===== src/design/mpsa_pkg.sv =====
`default_nettype none
package mpsa_pkg;

  localparam int TOTAL_BITS_DEF   = 256;
  localparam int WORD_BITS_DEF    = 64;
  localparam int MAX_PATTERNS_DEF = 32;
  localparam int ALPHABET_MAX_DEF = 8;

  localparam int OP_W      = 2;
  localparam int SYM_W     = 8;
  localparam int POS_W     = 32;
  localparam int ID_W      = 6;
  localparam int CFG_W     = 64;
  localparam int CFG_IDX_W = 2;
  localparam int SIZE_W    = 4;

  localparam logic [ID_W-1:0] NO_ID_CODE = 6'd32;

  localparam logic [CFG_IDX_W-1:0] CFG_LETTERS = 2'd0;
  localparam logic [CFG_IDX_W-1:0] CFG_SIZE    = 2'd1;
  localparam logic [CFG_IDX_W-1:0] CFG_REPORT  = 2'd2;

  typedef enum logic [OP_W-1:0] {
    OP_LOAD   = 2'd0,
    OP_START  = 2'd1,
    OP_SEARCH = 2'd2,
    OP_CLEAR  = 2'd3
  } op_t;

  typedef enum logic [1:0] {
    ST_IDLE,
    ST_UPDATE,
    ST_SCAN,
    ST_OUT
  } state_t;

  typedef struct packed {
    logic found;
    logic rest_empty;
  } pick_stat_t;

endpackage
`default_nettype wire


===== src/design/mpsa_hit_pick.sv =====
`default_nettype none
module mpsa_hit_pick #(
  parameter int WORD_BITS = mpsa_pkg::WORD_BITS_DEF,
  parameter int CW        = $clog2(WORD_BITS + 1)
) (
  input  wire logic [WORD_BITS-1:0] hits,
  input  wire logic [WORD_BITS-1:0] ends,
  output logic [CW-1:0]             below_cnt,
  output logic [CW-1:0]             word_cnt,
  output logic [WORD_BITS-1:0]      rest,
  output mpsa_pkg::pick_stat_t      stat
);
  import mpsa_pkg::*;

  logic [WORD_BITS-1:0] low_bit;

  always_comb begin
    // isolate the lowest hit; its rank is the count of end bits below it
    low_bit         = hits & (~hits + WORD_BITS'(1));
    rest            = hits & ~low_bit;
    below_cnt       = CW'($countones(ends & (low_bit - WORD_BITS'(1))));
    word_cnt        = CW'($countones(ends));
    stat.found      = |hits;
    stat.rest_empty = ~|rest;
  end
endmodule
`default_nettype wire


===== config.mk =====
export PLATFORM = sky130hd
export DESIGN_NAME = mpsa_hit_pick
export DESIGN_NICKNAME = d
export VERILOG_FILES = /design/src/design/mpsa_pkg.sv /design/src/design/mpsa_hit_pick.sv
export SDC_FILE = /design/constraint.sdc
export NUM_CORES = 1
export LEC_CHECK = 0
export BUFFER_PORTS_ARGS = -buffer_cell sky130_fd_sc_hd__buf_2
export CAP_MARGIN = 25
export CORE_MARGIN = 2
export CORE_UTILIZATION = 27
export DETAILED_ROUTE_END_ITERATION = 8
export PLACE_DENSITY_LB_ADDON = 0.2
export REMOVE_ABC_BUFFERS = 1
export SYNTH_ARGS = -nofsm -noshare
export SYNTH_HDL_FRONTEND = slang
export SYNTH_SLANG_ARGS = --single-unit

===== constraint.sdc =====
create_clock -name vclk -period 15.07
set_clock_uncertainty 0.05 [all_clocks]
set_input_delay 3.7675 -clock vclk [all_inputs]
set_output_delay 3.7675 -clock vclk [all_outputs]
set_load 0.1 [all_outputs]

Word level (Yosys, flattened, before mapping)
Index checks and enable logic that the tools add are counted.
{"block": "totals", "regBits": 0, "latchBits": 0, "ram_bits": 0, "rom_bits": 0, "input_bits": 128, "elab_cells": 136, "memories": 0}
{"block": "classes", "add_sub_neg": 128, "mul": 0, "div_mod_pow": 0, "order_cmp": 0, "eq_ne": 0, "n_shift": 0, "n_mux": 0, "bitwise": 5, "reduce_logical": 3}
{"op": "$and 64x64->64", "n": 3}
{"op": "$add 1x1->2", "n": 64}
{"op": "$not 64->64", "n": 2}
{"op": "$reduce_or 64->1", "n": 2}
{"op": "$add 2x2->3", "n": 32}
{"op": "$add 3x3->4", "n": 16}
{"op": "$add 64x1->64 const B", "n": 1}
{"op": "$sub 64x1->64 const B", "n": 1}
{"op": "$add 4x4->5", "n": 8}
{"op": "$add 5x5->6", "n": 4}
{"op": "$add 6x6->7", "n": 2}
{"op": "$logic_not 1->1", "n": 1}

Depth between registers and ports, before layout
{"block": "depth", "ltp_word": 11, "mapped_depth": 33}

Least setup slack after synthesis
No wires, ideal clock.
{"block": "synth_path", "kind": "input to output", "from": "input port hits[10]", "to": "output port below_cnt[5]", "t_arrival_ns": 13.144, "setup_slack_ns": -1.891, "path_stages": 29, "n_path_buf": 1, "path_cell_list": "nor4_4 nand4_4 or4_4 a211o_4 nor3_4 or4b_1 buf_2 a211o_4 a21o_1 or4_1 fa_1 fa_1 inv_1 fa_1 inv_1 fa_1 inv_1 fa_1 inv_1 fa_1 fa_1 fa_1 inv_1 ha_1 a21o_1 a21oi_1 o21bai_1 a21oi_1 xor2_1"}
{"block": "synth_via", "elab_chain_len": 11, "elab_cells_between_ends": 60, "classes_between": "add/sub: 57; bitwise: 3"}
{"item": "start, declared", "line_no": "mpsa_hit_pick.sv:6", "rtl": "input wire logic [WORD_BITS-1:0] hits,"}
{"item": "$not 64->64", "line_no": "mpsa_hit_pick.sv:19", "rtl": "low_bit = hits & (~hits + WORD_BITS'(1));"}
{"item": "$add 64x1->64", "line_no": "mpsa_hit_pick.sv:19"}
{"item": "$and 64x64->64 *", "line_no": "mpsa_hit_pick.sv:19"}
{"item": "$sub 64x1->64 *", "line_no": "mpsa_hit_pick.sv:21", "rtl": "below_cnt = CW'($countones(ends & (low_bit - WORD_BITS'(1))));"}
{"item": "$and 64x64->64 *", "line_no": "mpsa_hit_pick.sv:21"}
{"item": "$add 1x1->2", "line_no": "mpsa_hit_pick.sv:21"}
{"item": "$add 2x2->3", "line_no": "mpsa_hit_pick.sv:21"}
{"item": "$add 3x3->4", "line_no": "mpsa_hit_pick.sv:21"}
{"item": "$add 4x4->5", "line_no": "mpsa_hit_pick.sv:21"}
{"item": "$add 5x5->6", "line_no": "mpsa_hit_pick.sv:21"}
{"item": "$add 6x6->7 *", "line_no": "mpsa_hit_pick.sv:21"}
{"item": "end, declared", "line_no": "mpsa_hit_pick.sv:8", "rtl": "output logic [CW-1:0] below_cnt,"}
Every way passes the cells marked *; elsewhere a longest branch is shown, timed or not.

Worst setup path after layout
{"block": "layout_path", "from": "input port hits[13]", "to": "output port below_cnt[4]"}
Same word-level chain as after synthesis.

==> flow_summary.toml <==
[outcome]
status = "finished with violations"
violations = "negative setup slack"

[timing]
fmax_ghz = 0.06193
setup_violations = 7
maxSlewViolCount = 0
tightest_slew_ns = 0.8229
period_share = 1.072
slew_headroom = 0.4472
hold_viol_final = 0
period_minus_slack_ns = 16.15
rsz0062_at_grt = "true"
fin_ws_ns = -1.078

[min_path]
hp-class = "primary input to output pin"

[synth]
synth-compound-area-share = 0.1190
yosys_warnings = 0
avgSynthCellArea_um2 = 8.165
synth-simple-area-share = 0.2832
yosysMostFrequentCell = "inv_1"
muxShareOfSynthArea = 0
synth_area_leader_cell = "fa_1"
synthDistinctLibCells = 70
ys_seq_area_frac = 0
netlist_instances = 671
yosys.area_share.xor_xnor = 0.01279
synthAdderAreaFrac = 0.4668
netlist_top_cells_count = "inv_1, fa_1, nor2_1"
synth_top_family_by_area = "adder cells"
synth_area_leaders = "fa_1, inv_1, ha_1"
netlist_area_mm2 = 0.005479
synth_top_area_frac = 0.3946

[finish]
multiInputGateArea_mm2 = 0.004957
syn2layout_area_growth_pct = 54.94
fillers = 2142
layout.cells.non_filler = 1325
final_nets = 1323
clock_buffers = 0
drive_gt1_frac = 0.4284
regArea_um2 = 0
seq_cells = 0
diodes = 0

[floorplanning]
die-height_um = 146.5
die_area_mm2 = 0.02145
die_x_um = 146.5
pin_count = 208
initial_core_util = 0.2725
core_mm2 = 0.02010
rows = 52

[grt]
grt_max_degree = 9
first_global_vias = 6570
grt_first_pass_wirelength_mm = 37.12
grtUsageTotal = 0.2240
overflow = 0
antenna_found_initial = 0

[place]
portBuffers = 207
place_congestion = 0.9350
dp_hpwl_mm = 22.10
numPlacedInstances = 1317

[detailed_routing]
drc = 0
drtPass1Iterations = 5
via_count = 6269
avgViaCountPerCell = 4.731
ant_nets = 0
drt_wl_total_mm = 23.93
drt_iter0_drc = 303
wl_per_cell_um = 18.06

[flow_run]
cap_violations = 0

[setup_path]
max_stage_delay_ns = 0.54
crit_path_top_delay_cell = "fa_1"
path_max_fanout = 2
cp-end-kind = "output pin"
crit_top_cell = "fa_1"
crit_type = "primary input to output pin"
arrival_ns = 12.33
startpoint_type = "primary input"
critPathRequiredTime_ns = 11.25

[clock_network]
cts_hold_buffers = 0
==> worst paths after layout <==
path / startpoint / to / slack [ns] / depth (start not counted)
worst max-delay path: hits[13] / below_cnt[4] / -1.08 / 29
worst min-delay path: hits[63] / rest[63] / 8.00 / 3
==> what timing repair did <==
item / CTS / global route
setup endpoints to repair: 7 / 7
gates resized for setup: 25 / 15
pin swaps: 22 / 28
buffers inserted: 6 / 2
==> cell usage in the layout, fill, tap and decap left out, drive strengths merged, types with 5 or more instances in the layout <==
cell type / count
nor4: 18
nor2b: 14
nor2: 53
o21ai: 9
o31a: 5
nand4: 10
nand3b: 5
and2: 25
and3: 8
o21a: 7
nand2: 30
nand3: 21
fa: 108
o21bai: 5
a21o: 6
nor3b: 7
buf: 396
xnor2: 5
or4: 12
inv: 156
a21boi: 5
or2: 9
ha: 30
nor3: 30
a21oi: 13
or3: 8
==> through the flow <==
| stage | TNS [ns] | worst slack (ns) | hold slack (ns) | util | cell area, µm² |
|---|---|---|---|---|---|
| after floorplan | -10.04 | -1.900 | 7.819 | - | 5420 |
| after global routing | -7.184 | -1.287 | 8.016 | 0.4223 | 8489 |
| after detailed placement | -7.565 | -1.446 | 7.997 | 0.4108 | 8258 |
| after CTS | -6.518 | -1.192 | 8.002 | 0.4187 | 8417 |
| final | -5.775 | -1.078 | 7.997 | 0.4223 | 8489 |
| after global placement | -7.466 | -1.424 | 7.996 | 0.4108 | 8258 |
==> final cells by class <==
class,count,area share
inverters,156,0.06898
repair buffers,398,0.3073
multi-input cells,501,0.5839
well taps,270,0.03979
==> kinds of logic after synthesis <==
group	count (synthesis)
other cells	1
xor+xnor	8
buf+inv	170
simple gates	267
fa+ha+maj	140
compound gates	85
==> worst max-delay path: cells and delay by family <==
kind / cells / cell delay [ns]
compound gates: 5 / 1.10
xor+xnor: 1 / 0.11
fa+ha+maj: 10 / 4.49
buf+inv: 8 / 0.70
simple gates: 5 / 2.16
==> metal layers <==
| metal | share of wire | wire length (µm) | GRT usage | vias up |
|---|---|---|---|---|
| met4 | 0.011 | 269 | 0.01990 | 0 |
| met1 | 0.45 | 10840 | 0.3226 | 3066 |
| met5 | 0 | 0 | 0 | - |
| li1 | - | - | - | 2991 |
| met2 | 0.48 | 11540 | 0.3847 | 196 |
| met3 | 0.054 | 1282 | 0.01563 | 16 |
Power is left out: the tool's default activity adds up to more than one toggle a clock period on the data nets, which glitch-free logic cannot reach.
