$ cat src/design/mpsa_pkg.sv
`default_nettype none
package mpsa_pkg;

  localparam int TOTAL_BITS_DEF   = 256;
  localparam int WORD_BITS_DEF    = 64;
  localparam int MAX_PATTERNS_DEF = 32;
  localparam int ALPHABET_MAX_DEF = 8;

  localparam int OP_W      = 2;
  localparam int SYM_W     = 8;
  localparam int POS_W     = 32;
  localparam int ID_W      = 6;
  localparam int CFG_W     = 64;
  localparam int CFG_IDX_W = 2;
  localparam int SIZE_W    = 4;

  localparam logic [ID_W-1:0] NO_ID_CODE = 6'd32;

  localparam logic [CFG_IDX_W-1:0] CFG_LETTERS = 2'd0;
  localparam logic [CFG_IDX_W-1:0] CFG_SIZE    = 2'd1;
  localparam logic [CFG_IDX_W-1:0] CFG_REPORT  = 2'd2;

  typedef enum logic [OP_W-1:0] {
    OP_LOAD   = 2'd0,
    OP_START  = 2'd1,
    OP_SEARCH = 2'd2,
    OP_CLEAR  = 2'd3
  } op_t;

  typedef enum logic [1:0] {
    ST_IDLE,
    ST_UPDATE,
    ST_SCAN,
    ST_OUT
  } state_t;

  typedef struct packed {
    logic found;
    logic rest_empty;
  } pick_stat_t;

endpackage
`default_nettype wire

$ cat src/design/mpsa_word_step.sv
`default_nettype none
module mpsa_word_step #(
  parameter int WORD_BITS = mpsa_pkg::WORD_BITS_DEF
) (
  input  wire logic [WORD_BITS-1:0] old_bits,
  input  wire logic                 carry_in,
  input  wire logic [WORD_BITS-1:0] start_bits,
  input  wire logic [WORD_BITS-1:0] mask_bits,
  input  wire logic [WORD_BITS-1:0] end_bits,
  output logic [WORD_BITS-1:0]      new_bits,
  output logic [WORD_BITS-1:0]      hit_bits,
  output logic                      carry_out
);
  always_comb begin
    new_bits  = ({old_bits[WORD_BITS-2:0], carry_in} | start_bits) & mask_bits;
    hit_bits  = new_bits & end_bits;
    carry_out = old_bits[WORD_BITS-1];
  end
endmodule
`default_nettype wire

$ cat config.mk
export PLATFORM = sky130hd
export DESIGN_NAME = mpsa_word_step
export DESIGN_NICKNAME = d
export VERILOG_FILES = /design/src/design/mpsa_pkg.sv /design/src/design/mpsa_word_step.sv
export SDC_FILE = /design/constraint.sdc
export NUM_CORES = 1
export LEC_CHECK = 0
export ABC_AREA = 1
export BUFFER_PORTS_ARGS = -buffer_cell sky130_fd_sc_hd__buf_2
export CAP_MARGIN = 20
export CORE_AREA = 4 4 148 150
export DETAILED_ROUTE_END_ITERATION = 7
export DIE_AREA = 0 0 152 154
export PLACE_DENSITY_LB_ADDON = 0.08
export SLEW_MARGIN = 0
export SYNTH_ARGS = -nofsm -noshare
export SYNTH_HDL_FRONTEND = slang
export SYNTH_SLANG_ARGS = --single-unit
$ cat constraint.sdc
create_clock -name vclk -period 0.8
set_clock_uncertainty 0.1 [all_clocks]
set_input_delay 0.04 -clock vclk [all_inputs]
set_output_delay 0.04 -clock vclk [all_outputs]
set_load 0.05 [all_outputs]
# After elaboration in Yosys (flattened, before gate mapping)
# Index checks and enable logic that the tools add are counted.
dict set report totals {
  inputBits 257
  reg_bits 0
}
dict set report classes {
  bitwise_logic 3
}
# op n
set op_table {}
lappend op_table {{bitwise AND 64 bit} 2}
lappend op_table {{OR 64 bit} 1}

# Longest topological paths before layout
# Gate-level depths: netlist (run 1).
dict set report depth {
  depth_word 3
  depth_mapped 2
  mapped_depth_nobuf 2
}

# Worst setup path after synthesis (run 1)
# Ideal clock, no wire load.
dict set report synth_timing {
  kind {in2out}
  from {in mask_bits[0]}
  to {out hit_bits[0]}
  required_time_ns 0.660
  path_buffers 0
  path_slack_ns -0.092
  path_stages 2
  t_arrival_ns 0.752
  cell_sequence {inv_1 -> nor3_2}
}
dict set report synth_between {
  elab_chain_len 2
}
# element line_no
set synth_lines {}
lappend synth_lines {{from (decl)} mpsa_word_step.sv:8} ;# input wire logic [WORD_BITS-1:0] mask_bits,
lappend synth_lines {{bitwise AND 64 bit} mpsa_word_step.sv:15} ;# new_bits = ({old_bits[WORD_BITS-2:0], carry_in} | start_bits) & mask_bits;
lappend synth_lines {{bitwise AND 64 bit} mpsa_word_step.sv:16} ;# hit_bits = new_bits & end_bits;
lappend synth_lines {{to (decl)} mpsa_word_step.sv:11} ;# output logic [WORD_BITS-1:0] hit_bits,
# No other way between the ends.

# Worst setup path in the final report (run 1)
dict set report layout_timing {
  from {in mask_bits[32]}
  to {out hit_bits[32]}
}
# The elaborated chain is that of the path after synthesis.

==> impl_results.md, run 1 <==
- Status: complete, but fails checks
- Violated checks: hold timing
- Area of the multi-input gates: 1130 um^2
- Clock buffer count: 0
- Layout cell share with drive strength beyond 1: 0.639
- Std-Cell Rows: 53
- Final Max Slew Viols: 0
- Synth cell types: 4
- Worst slack, placed: -0.0788 ns
- Die extent in x: 152 um
- Area grow syn2layout: 142%
- Setup violations, final: 0
- Via count: 3,083
- Nets: 963
- Grt ovf: 0
- Hold_ws: -0.0199 ns
- Setup TNS: 0 ns
- Finished Cell Area: 3900 um^2
- Largest family of logic cells by synthesized area: simple AND/OR/NAND/NOR gates
- Max_slew headroom: 0.823
- Minimum clock period: 0.778 ns
- Final hold viol count: 1
- DR WL/cell: 9.47 um
- Post-Synth XOR/XNOR Area: 0
- Initial antenna violation count: 0
- Cell Area, Placed: 3870 um^2
- Unrepaired setup endpoints after global routing: true
- Max-cap viol count: 0
- Gpl congestion: 0.816
- Die area: 23,400 um^2
- Min-delay src: old_bits[63]
- Initial Util: 0.0778
- Critical path class: in -> out
- Die Ht: between 150 and 200 um
- Arr. time, crit path: 0.64 ns
- Hpwl dp: 9080 um
- Drt pass-1 iters: 4
- Post-Synth Adder-Cell Area: 0
- Worst Max-Slew Pin Slew: 0.265 ns
- Synth warnings: 0
- Hold path cells: 0
- Largest net degree at the start of global routing: 3
- FFs & Latches: 0
- Yosys top cell area share: 0.398
- Register area share after synthesis: 0
- Mapped Nets: 578
- Final worst slack: approximately 0.022 ns
- Max Clock Freq: 1290 MHz
- Final wirelength: slightly above 9000 um
- Total power divided by cell area: 765 nW/um^2
- Core area: around 21,000 um^2
- Crit. End Element: output pin
- Synth Area in Compound Gates: 0
- DR vias/cell: 3.15
- Mapped Area: around 1600 um^2
- Fin crit share: 0.972
- Post-synth top cells: inv_1 (128), nor2_1 (128), nor3_2 (64), buf_4 (1)
- Initial DRC count: 73
- Area leader, netlist: nor3_2
- Multiplexer area fraction after synthesis: 0
- Avg Inst Size Synth: 5.01 um^2
- Fill cell count: 2,470
- IO Count: 386
- Final ANT Viol Nets: 0
- Total track usage: 0.0698
- Pleak: 2.64 nW
- Worst min path class: in -> out
- # diodes: 0
- Drc violations: 0
- Largest cells by area after synthesis: nor3_2 (40%), inv_1 (30%), nor2_1 (30%)
- Critical path peak fanout: 2
- VDD IR max: 0.201 mV
- Hold Path End: carry_out
- Post-synthesis instance total: 321
- Data required time of the worst path: 0.66 ns
- First-pass GRT wire length: 13,800 um
- Post-Synth Simple-Gate Area: 0.697
- I/O Buffers: ~380
- Number of global-route vias before repair: 2,992
- Reg area: 0 um^2
- CP Launch Type: primary input
report_power, final:
group          total, W  internal (W)  leakage (nW)  switching (W)
sequential            0             0             0              0
combinational   0.00298      0.000933          2.64        0.00205
clock                 0             0             0              0
through the flow:
step / hold WS, ns / total power [W] / std cells / utilization
floorplan: 0.140 / 0.00197 / 321 / -
global placement: -0.0197 / 0.00303 / 979 / 0.187
detailed placement: -0.0197 / 0.00300 / 979 / 0.187
CTS: -0.0197 / 0.00301 / 979 / 0.187
global route: -0.0197 / 0.00321 / 979 / 0.188
finish: -0.0199 / 0.00298 / 979 / 0.188
worst max-delay path: stages:
cell,delay (ns)
buf_2,0.07
inv_1,0.04
nor3_2,0.27
buf_6,0.20
worst max path at each step:
stage                        end          start
floorplan            hit_bits[0]   mask_bits[0]
global placement    hit_bits[32]  mask_bits[32]
detailed placement  hit_bits[32]  mask_bits[32]
CTS                 hit_bits[32]  mask_bits[32]
global route        hit_bits[32]  mask_bits[32]
finish              hit_bits[32]  mask_bits[32]
cell usage in the layout (no fill, tap or decap), drive strengths merged:
master / synthesis / final
nor2: 128 / 128
clkbuf: 0 / 7
nor3: 64 / 64
buf: 1 / 377
inv: 128 / 128
timing repair:
item | 4_1_cts | 5_1_grt
hold endpoints to repair | 1 | 1
resized for setup | 3 | 8
gates cloned | 0 | 0
buffers inserted | 0 | 0
endpoints found under the setup margin | 2 | 9
metal layers:
| metal | GRT usage | wire length [um] | up-vias |
|---|---|---|---|
| met2 | 0.158 | 5560 | 197 |
| met3 | 0.0225 | 1070 | 4 |
| met5 | 0 | 0 | - |
| li1 | - | - | 1666 |
| met4 | 0.00428 | 68 | 0 |
| met1 | 0.0591 | 2580 | 1216 |
final cells by class:
cell class | instances | area share
Timing Repair Buffer | 384 | 0.500
Multi-Input combinational cell | 192 | 0.289
Inverter | 128 | 0.123
Tap cell | 275 | 0.0883
cells by family (layout without fill, tap and decap cells):
logic type,Yosys count,after routing
buffers and inverters,129,512
AND/OR/NAND/NOR,192,192
Power figures use the tool's default switching activity.
==> run 2, diff against run 1 <==
--- a/config.mk
+++ b/config.mk
@@ -8,9 +8,9 @@
 export ABC_AREA = 1
 export BUFFER_PORTS_ARGS = -buffer_cell sky130_fd_sc_hd__buf_2
 export CAP_MARGIN = 20
-export CORE_AREA = 4 4 148 150
+export CORE_AREA = 4 4 146 148
 export DETAILED_ROUTE_END_ITERATION = 7
-export DIE_AREA = 0 0 152 154
+export DIE_AREA = 0 0 150 152
 export PLACE_DENSITY_LB_ADDON = 0.08
 export SLEW_MARGIN = 0
 export SYNTH_ARGS = -nofsm -noshare
==> constraint.sdc (replaced) <==
create_clock -name vclk -period 0.98
set_clock_uncertainty 0.1 [all_clocks]
set_input_delay 0.049 -clock vclk [all_inputs]
set_output_delay 0.049 -clock vclk [all_outputs]
set_load 0.05 [all_outputs]
==> run 2 against run 1 <==
Compared with the run above: the flow still finishes with violations (hold timing); sequential share of layout area did not move; critical path depth did not move; combinational power decreased by 18%; final area down 0.96%; total power down 18%; via count up 2.7%; largest power group unchanged; highest routed layer unchanged.
==> impl_results.md, run 2 (same netlist as run 1, synthesis figures left out) <==
- Clock buffer count: 0
- Area grow syn2layout: 140%
- Hold_ws: -0.00166 ns
- Post-CTS setup buffer count: 0
- Setup violations, final: 0
- Initial Util: 0.0803
- Largest stage delay, worst path: 0.23 ns
- Hold path cells: 0
- Worst Max-Slew Pin Slew: 0.284 ns
- Max Clock Freq: between 1000 and 1500 MHz
- Critical path class: in -> out
- Drc violations: 0
- Core area: 20,000 um^2
- I/O Buffers: ~380
- Max-cap viol count: 0
- Critical path peak fanout: 2
- CTS-repair resized insts: 0
- Commonest non-fill, non-tap cell in the layout: buf_2
- Status: complete, but fails checks
- Total track usage: 0.0713
- Top Family by Delay on Critical Path: buffers and inverters
- Die extent in x: 150 um
- Number of global-route vias before repair: 3,048
- Data required time of the worst path: 0.83 ns
- Largest net degree at the start of global routing: 3
- Post-layout util: 0.193
- Reg area: 0 um^2
- Final wirelength: 9710 um
- Hold Buf Count CTS: 0
- Arr. time, crit path: between 0.6 and 0.7 ns
- Crit. End Element: output pin
- Minimum clock period: approximately 0.8 ns
- Die Ht: between 150 and 200 um
- Violated checks: hold timing
- Fin crit share: 0.826
- DR WL/cell: 9.96 um
- Slowest CP cell: nor2_1
- Max_slew headroom: 0.812
- Std-Cell Rows: 52
- Crit path depth: 4
- Unrepaired setup endpoints after global routing: false
- FFs & Latches: 0
- IO Count: approximately 390
- Initial DRC count: 55
- Worst path cell trace: buf_2 > nor2_1 > nor2_1 > buf_2
- Nets: around 960
- Final ANT Viol Nets: 0
- Die area: ~23,000 um^2
- DR vias/cell: ~3.3
- Setup TNS: 0 ns
- Commonest non-fill, non-tap cells in the layout: buf_2 (384), inv_1 (128), nor2_1 (128)
- First-pass GRT wire length: 13,600 um
- CP bufs+invs: 2
- Pleak: 2.64 nW
- Drt pass-1 iters: 4
- Initial antenna violation count: 0
- Total power divided by cell area: 630 nW/um^2
- Layout cell share with drive strength beyond 1: 0.636
- Grt ovf: 0
- VDD IR max: 0.162 mV
- Finished Cell Area: 3860 um^2
- Gpl congestion: 0.776
- Worst min path class: in -> out
- Final hold viol count: 1
- Final Max Slew Viols: 0
- # diodes: 0
- CP Launch Type: primary input
- Cell Area, Placed: 3860 um^2
- Hpwl dp: 9430 um
- Via count: roughly 3,200
## run 2: cell types whose count changed in the layout (fill, tap and decap cells not counted)
cell	delta
nor2_2	-2
buf_4	-1
buf_6	-1
buf_2	+9
clkbuf_4	-7
nor2_1	+2
## run 2: where the power goes
part	switching (W)	internal [W]
Sequential	0	0
Combinational	0.00168	0.000750
Clock	0	0
Total	0.00168	0.000750
## run 2: cell type report
type | instances | area (um^2)
Inverter | 128 | 480
Multi-Input combinational cell | 192 | 1120
Tap cell | 270 | 338
Timing Repair Buffer | 384 | 1920
Fill cell | 2360 | 16200
## run 2: routing by layer
metal,part of all wire,GRT usage,vias up
met5,0,0,-
met4,0.0094,0.00610,0
met3,0.12,0.0116,6
met2,0.58,0.170,204
met1,0.28,0.0579,1288
li1,-,-,1668
## run 2: worst paths after layout
check	start	to
worst max-delay path	start_bits[6]	new_bits[6]
worst min-delay path	old_bits[63]	carry_out
## run 2: stage by stage
stage	std cells	setup slack [ns]	power (W)	hold WS, ns
floorplan	321	0.0699	0.00161	0.158
detailed placement	974	0.150	0.00245	0.0000839
global route	974	0.124	0.00260	-0.00157
CTS	974	0.153	0.00246	0.0000839
global placement	974	0.114	0.00245	0.0000839
finish	974	0.171	0.00243	-0.00166
