**src/design/mpsa_pkg.sv**
```systemverilog
`default_nettype none
package mpsa_pkg;

  localparam int TOTAL_BITS_DEF   = 256;
  localparam int WORD_BITS_DEF    = 64;
  localparam int MAX_PATTERNS_DEF = 32;
  localparam int ALPHABET_MAX_DEF = 8;

  localparam int OP_W      = 2;
  localparam int SYM_W     = 8;
  localparam int POS_W     = 32;
  localparam int ID_W      = 6;
  localparam int CFG_W     = 64;
  localparam int CFG_IDX_W = 2;
  localparam int SIZE_W    = 4;

  localparam logic [ID_W-1:0] NO_ID_CODE = 6'd32;

  localparam logic [CFG_IDX_W-1:0] CFG_LETTERS = 2'd0;
  localparam logic [CFG_IDX_W-1:0] CFG_SIZE    = 2'd1;
  localparam logic [CFG_IDX_W-1:0] CFG_REPORT  = 2'd2;

  typedef enum logic [OP_W-1:0] {
    OP_LOAD   = 2'd0,
    OP_START  = 2'd1,
    OP_SEARCH = 2'd2,
    OP_CLEAR  = 2'd3
  } op_t;

  typedef enum logic [1:0] {
    ST_IDLE,
    ST_UPDATE,
    ST_SCAN,
    ST_OUT
  } state_t;

  typedef struct packed {
    logic found;
    logic rest_empty;
  } pick_stat_t;

endpackage
`default_nettype wire

```
**src/design/mpsa_letter_lookup.sv**
```systemverilog
`default_nettype none
module mpsa_letter_lookup #(
  parameter int ALPHABET_MAX = mpsa_pkg::ALPHABET_MAX_DEF,
  parameter int LW           = (ALPHABET_MAX > 1) ? $clog2(ALPHABET_MAX) : 1
) (
  input  wire logic [mpsa_pkg::CFG_W-1:0]  letters,
  input  wire logic [mpsa_pkg::SIZE_W-1:0] size,
  input  wire logic [mpsa_pkg::SYM_W-1:0]  sym,
  output logic                             found,
  output logic [LW-1:0]                    index
);
  import mpsa_pkg::*;

  logic [SIZE_W-1:0] n_used;

  always_comb begin
    n_used = (size > SIZE_W'(ALPHABET_MAX)) ? SIZE_W'(ALPHABET_MAX) : size;
    found  = 1'b0;
    index  = '0;
    // later letters override earlier duplicates
    for (int i = 0; i < ALPHABET_MAX; i++) begin
      if ((SIZE_W'(i) < n_used) && (letters[8*i +: 8] == sym)) begin
        found = 1'b1;
        index = LW'(i);
      end
    end
  end
endmodule
`default_nettype wire

```
**config.mk**
```make
export PLATFORM = sky130hd
export DESIGN_NAME = mpsa_letter_lookup
export DESIGN_NICKNAME = d
export VERILOG_FILES = /design/src/design/mpsa_pkg.sv /design/src/design/mpsa_letter_lookup.sv
export SDC_FILE = /design/constraint.sdc
export NUM_CORES = 1
export LEC_CHECK = 0
export BUFFER_PORTS_ARGS = -buffer_cell sky130_fd_sc_hd__buf_2
export CAP_MARGIN = 30
export CORE_MARGIN = 2
export CORE_UTILIZATION = 40
export DETAILED_ROUTE_END_ITERATION = 6
export GPL_ROUTABILITY_DRIVEN = 0
export PLACE_DENSITY = 0.85
export SYNTH_ARGS = -nofsm -noshare
export SYNTH_HDL_FRONTEND = slang
export SYNTH_SLANG_ARGS = --single-unit
```
**constraint.sdc**
```tcl
create_clock -name vclk -period 2.27
set_input_delay 0.454 -clock vclk [all_inputs]
set_output_delay 0.454 -clock vclk [all_outputs]
set_load 0.05 [all_outputs]
```
Yosys cells after proc, flatten, opt, wreduce, memory -nomap -nowiden. Cells that the tools add are included.

$lt $le $gt $ge: 9. Equality and inequality tests: 8. Reduce and logical (&&, ||, !) cells: 8. Multiplexer cells: 16.

Operators with widths (number): $eq 8x8->1 (8); $mux 3 (6); $lt 3x4->1 const A (4); $mux 1 (9); $logic_and 1x1->1 (8); $lt 1x4->1 const A (2); $lt 2x4->1 const A (2); $gt 4x4->1 const B (1); $mux 4 (1).

Output and inout bits: 4. Bits in registers: 0. Input bits: 76. Logic and storage cells: 41.

Depth between registers and ports, before layout. Gate-level depths: netlist of the first run.

Depth after elaboration: 12. Gate-level depth with buffers: 7. Mapped depth without buffers: 6.

Least setup slack after synthesis of the first run. Ideal clock, no wire load.

Path kind: input port to output port. From: input sym[7] in the netlist's numbering. To: output index[0]. Slack: -0.663 ns. Stages on the path: 7. Required time: 1.816 ns. Buffers on the path: 1. Arrival time: 2.479 ns. Cells stage by stage: buf_6 xor2_1 nor4_1 o2111ai_1 a21bo_2 a21boi_0 o21ai_0.

Cells in the longest elaborated chain, start to end: 9. Elaborated cells between the ends (all ways): 21. Those cells by class: eq/ne (7); mux (7); reduce/logical (7).

RTL lines: start: declaration (line mpsa_letter_lookup.sv:8) `input wire logic [mpsa_pkg::SYM_W-1:0] sym,`; $eq 8x8->1 (line mpsa_letter_lookup.sv:22) `if ((SIZE_W'(i) < n_used) && (letters[8*i +: 8] == sym)) begin`; $logic_and 1x1->1 (line mpsa_letter_lookup.sv:22); $mux 1 (line mpsa_letter_lookup.sv:22); $mux 3 (5 in series) (line mpsa_letter_lookup.sv:22); $mux 3 * (line mpsa_letter_lookup.sv:22); end: declaration (line mpsa_letter_lookup.sv:10) `output logic [LW-1:0] index`.

Every way passes the cells marked *; elsewhere a longest branch is shown, timed or not.

Worst setup path in the final report of the first run.
From: input sym[6] in the netlist's numbering. To: output index[0].

The elaborated chain is that of the path after synthesis.

==> results.sh, run 1 <==
export IMPL_core_um2=2190
export IMPL_met2_length_mm=1.99
export IMPL_multiInputGateArea_um2=927
export IMPL_firstDrtPassIters=4
export IMPL_fin_crit_ps=2450
export IMPL_synthCells=113
export IMPL_violations="negative setup slack"
export IMPL_min_delay_path_class="input pin to output pin"
export IMPL_pin_count=80
export IMPL_rsz0062_at_grt="yes"
export IMPL_grt_use_total=0.234
export IMPL_p_total_uw=298
export IMPL_post_synth_top_area_cell="xor2_1"
export IMPL_hold_depth=5
export IMPL_post_route_util=0.766
export IMPL_arrival_ps=2000
export IMPL_portBuffers=80
export IMPL_hold_viol=0
export IMPL_antenna_found_initial=0
export IMPL_cpMostUsedCell="buf_6"
export IMPL_critical_path_class="input pin to output pin"
export IMPL_startpoint_type="input pin"
export IMPL_synth_area_per_cell_um2=8.09
export IMPL_nNetsFinal=288
export IMPL_m1WireLength_mm=1.52
export IMPL_hold_buffers=0
export IMPL_synth_top_area_share=0.440
export IMPL_drv_cap=0
export IMPL_post_place_cells=234
export IMPL_grt_pass1_wl_mm=4.85
export IMPL_route_detailed_vias_per_inst=5.18
export IMPL_whs_endpoint="found"
export IMPL_synth_area_leaders="xor2_1 44%, xnor2_1 17%, buf_6 9.8%"
export IMPL_overflow=0
export IMPL_worstMarginPinSlew_ps=447
export IMPL_fin_ws_ps=-180
export IMPL_crit_path_max_fanout=7
export IMPL_power_density_nw_per_um2=178
export IMPL_end_kind="output pin"
export IMPL_wl_mm=4.07
export IMPL_holdWs_ps=1620
export IMPL_syn_to_final_growth_pct=83.4
export IMPL_grt_max_degree=9
export IMPL_fin_crit_sh=1.08
export IMPL_wl_per_cell_um=17.1
export IMPL_ir_worst_vdd_mv=0.105
export IMPL_syn_area_um2=915
export IMPL_ys_types=23
export IMPL_fmax_ghz=0.408
export IMPL_crit_buf_inv=2
export IMPL_top_layer="met4"
export IMPL_slowest_stage="nor4_1"
export IMPL_hold_start="letters[13]"
export IMPL_seq_area_um2=0
export IMPL_n_sequential_cell=0
export IMPL_drtIter0Drc=32
export IMPL_postRouteAntennaNets=0
export IMPL_fp_dieH_um=51.8
export IMPL_dieArea_um2=2690
export IMPL_run_status="complete, but fails checks"
export IMPL_required_ps=1820
export IMPL_route_met3_wl_um=343
export IMPL_ys_seq_area_frac=0
export IMPL_grt_pass1_vias=1114
export IMPL_setup_viol=3
export IMPL_post_dp_hpwl_mm=2.51
export IMPL_placementRows=17
export IMPL_floorplan_die_width_um=51.8
export IMPL_critPathTopFamily="simple AND/OR/NAND/NOR gates"
export IMPL_crit_path_max_incr_delay_ps=380
export IMPL_fill_cells=144
export IMPL_drc=0
export IMPL_path_cells="buf_6 > xor2_1 > nor4_1 > nand4_1 > a21bo_2 > a21boi_1 > o21ai_2 > buf_6"
export IMPL_diodes=0
export IMPL_drive_above_1_share=0.600
export IMPL_syn_num_nets=189
export IMPL_yosysWarnings=0
export IMPL_final_max_slew_viol_count=0
export IMPL_clockBufferCount=0
export IMPL_tns_ps=-406
export IMPL_vias=1234
export IMPL_stdcell_count=238
export IMPL_maxSlewHeadroom=0.700
export IMPL_start_util=0.417
export IMPL_power_leakage_nw=0.821
==> cell families after synthesis <==
group / synth area share
XOR/XNOR: 0.613
AND/OR/NAND/NOR: 0.212
AO/OA/AOI/OAI: 0.0711
buffers and inverters: 0.104
==> cell type report <==
cell class         instances  share of cell area
well taps                 28              0.0209
repair buffers           106               0.427
multi-input cells        104               0.553
==> cell usage after synthesis (3+ instances only) <==
cell,instances
nand4_1,5
xnor2_1,18
buf_6,8
nor3_1,7
nand2_1,3
xor2_1,46
nor4_1,10
==> how the worst max path moves through the flow <==
stage	cells past startpoint	end	from
finish	8	index[0]	sym[6]
CTS	8	found	sym[3]
global placement	9	index[0]	sym[0]
detailed placement	8	found	sym[7]
floorplan	7	index[0]	sym[7]
global route	8	index[0]	sym[6]
==> worst min-delay path: cells and delay by family <==
kind	cells	cell delay, ps
buf+inv	2	220
xor+xnor	1	100
simple gates	2	380
==> per-stage QoR <==
stage | setup slack [ps] | instance area, um2
floorplan | -43.4 | 938
global placement | -252 | 1430
detailed placement | -241 | 1430
CTS | -37.2 | 1600
global route | -266 | 1680
finish | -180 | 1680
==> per-layer routing <==
| metal | vias to the layer above | track usage |
|---|---|---|
| li1 | 579 | - |
| met1 | 545 | 0.283 |
| met2 | 94 | 0.435 |
| met3 | 16 | 0.0201 |
| met4 | 0 | 0.0614 |
| met5 | - | 0 |
==> where the power goes <==
group,internal [mW],switching [mW],leakage [nW]
Combinational,0.160,0.138,0.821
Sequential,0,0,0
Clock,0,0,0
Total,0.160,0.138,0.821
==> cell usage in the layout (no fill, tap or decap), types with 2 or more instances in the layout <==
master and count:
nor4_1 6, nor3_2 2, buf_8 5, xor2_1 42, buf_6 10, nand2_1 2
nor4_2 4, xnor2_1 16, nor3_1 5, buf_2 67, nand4_1 5, buf_4 23
xor2_2 4
==> what timing repair did <==
item                       in CTS  in global routing
hold endpoints to repair        0                  0
resized for setup              38                 14
setup buffers                   4                  0
setup endpoints to repair       4                  4
pin swaps                      16                  2
Power figures use the tool's default switching activity.
==> run 2: changes to the inputs <==
Clock period 2.27 ns to 2.3 ns, I/O delays scaled along.
==> run 2 against run 1 <==
Net effect:
- the run still ends with negative setup slack left
- highest routed layer unchanged
- first-iteration DRC count increased by 100%
- critical path type unchanged
- non-clock buffer count grew 1
- die area unchanged
==> results.sh, run 2 (synthesis gave the netlist of run 1 again) <==
export IMPL_run_status="complete, but fails checks"
export IMPL_violations="negative setup slack"
export IMPL_rsz0062_at_grt="yes"
export IMPL_place_ws_ps=-226
export IMPL_maxSlewHeadroom=0.734
export IMPL_fp_dieH_um=51.8
export IMPL_stdcell_count=239
export IMPL_placementRows=17
export IMPL_post_place_cells=234
export IMPL_end_kind="output pin"
export IMPL_p_sw_uw=173
export IMPL_floorplan_die_width_um=51.8
export IMPL_fill_cells=104
export IMPL_power_leakage_nw=0.875
export IMPL_holdWs_ps=1600
export IMPL_seq_area_um2=0
export IMPL_overflow=0
export IMPL_startpoint="sym[5]"
export IMPL_p_total_uw=354
export IMPL_grt_pass1_wl_mm=5.06
export IMPL_final_common_cell="buf_2"
export IMPL_placed_area_um2=1430
export IMPL_drive_above_1_share=0.697
export IMPL_fmax_ghz=0.391
export IMPL_power_density_nw_per_um2=186
export IMPL_fin_crit_sh=1.11
export IMPL_wl_mm=5.40
export IMPL_drtIter0Drc=64
export IMPL_syn_to_final_growth_pct=108
export IMPL_tns_ps=-816
export IMPL_min_delay_path_class="input pin to output pin"
export IMPL_fin_crit_ps=2560
export IMPL_final_cell_area_um2=1900
export IMPL_drv_cap=0
export IMPL_critical_path_class="input pin to output pin"
export IMPL_clockBufferCount=0
export IMPL_n_sequential_cell=0
export IMPL_post_route_util=0.868
export IMPL_clockPowerShare=0
export IMPL_ir_worst_vdd_mv=0.159
export IMPL_grt_pass1_vias=1138
export IMPL_startpoint_type="input pin"
export IMPL_m1WireLength_mm=1.95
export IMPL_drc=0
export IMPL_portBuffers=80
export IMPL_grt_use_total=0.248
export IMPL_fin_ws_ps=-256
export IMPL_worstMarginPinSlew_ps=397
export IMPL_combPwrFrac=1.000
export IMPL_multiInputGateArea_um2=1090
export IMPL_arrival_ps=2100
export IMPL_required_ps=1840
export IMPL_vias=1383
export IMPL_pin_count=80
export IMPL_p_int_uw=181
export IMPL_top_layer="met4"
export IMPL_setup_viol=4
export IMPL_crit_path_max_fanout=8
export IMPL_route_met3_wl_um=485
export IMPL_wl_per_cell_um=22.6
export IMPL_switching_share=0.489
export IMPL_diodes=0
export IMPL_core_um2=2190
export IMPL_final_max_slew_viol_count=0
export IMPL_dieArea_um2=2690
export IMPL_start_util=0.417
export IMPL_postRouteAntennaNets=0
export IMPL_grt_max_degree=9
export IMPL_met2_length_mm=2.58
export IMPL_post_dp_hpwl_mm=2.58
export IMPL_hold_viol=0
export IMPL_hold_start="letters[13]"
export IMPL_firstDrtPassIters=4
export IMPL_antenna_found_initial=0
export IMPL_seqPwrFrac=0
export IMPL_route_detailed_vias_per_inst=5.79
export IMPL_mostFrequentLayoutCells="64 x buf_2, 29 x xor2_1, 22 x buf_4"
export IMPL_nNetsFinal=289
==> run 2: repair_timing <==
item / CTS / global route
setup endpoints to repair: 4 / 4
setup buffers: 4 / 1
pin swaps: 16 / 13
hold buffers: 0 / 0
gates resized for setup: 32 / 59
==> run 2: final timing paths <==
path              depth (start not counted)  slack, ps       end
setup / recovery                          8       -260  index[0]
hold / removal                            5       1600     found
==> run 2: layout make-up <==
| type | count | area share |
|---|---|---|
| multi-input combinational | 104 | 0.571 |
| tap | 28 | 0.0184 |
| timing repair buffer | 107 | 0.411 |
==> run 2: metal layers <==
layer / track usage / up-vias
met5: 0 / -
met4: 0.0570 / 0
met3: 0.0230 / 48
met2: 0.483 / 124
met1: 0.284 / 643
li1: - / 568
==> run 2: power by group through the flow <==
stage          Combinational [mW]  Sequential (mW)  Clock (mW)
2_1_floorplan               0.138                0           0
3_3_place_gp                0.236                0           0
3_5_place_dp                0.240                0           0
4_1_cts                     0.264                0           0
5_1_grt                     0.373                0           0
6_report                    0.354                0           0
==> run 2: critical path, stage by stage <==
cell and delay, ps:
buf_8 130, xor2_2 170, nor4_2 410, o211ai_1 270, buf_4 210, a21boi_2 190, o21ai_4 90, buf_8 150
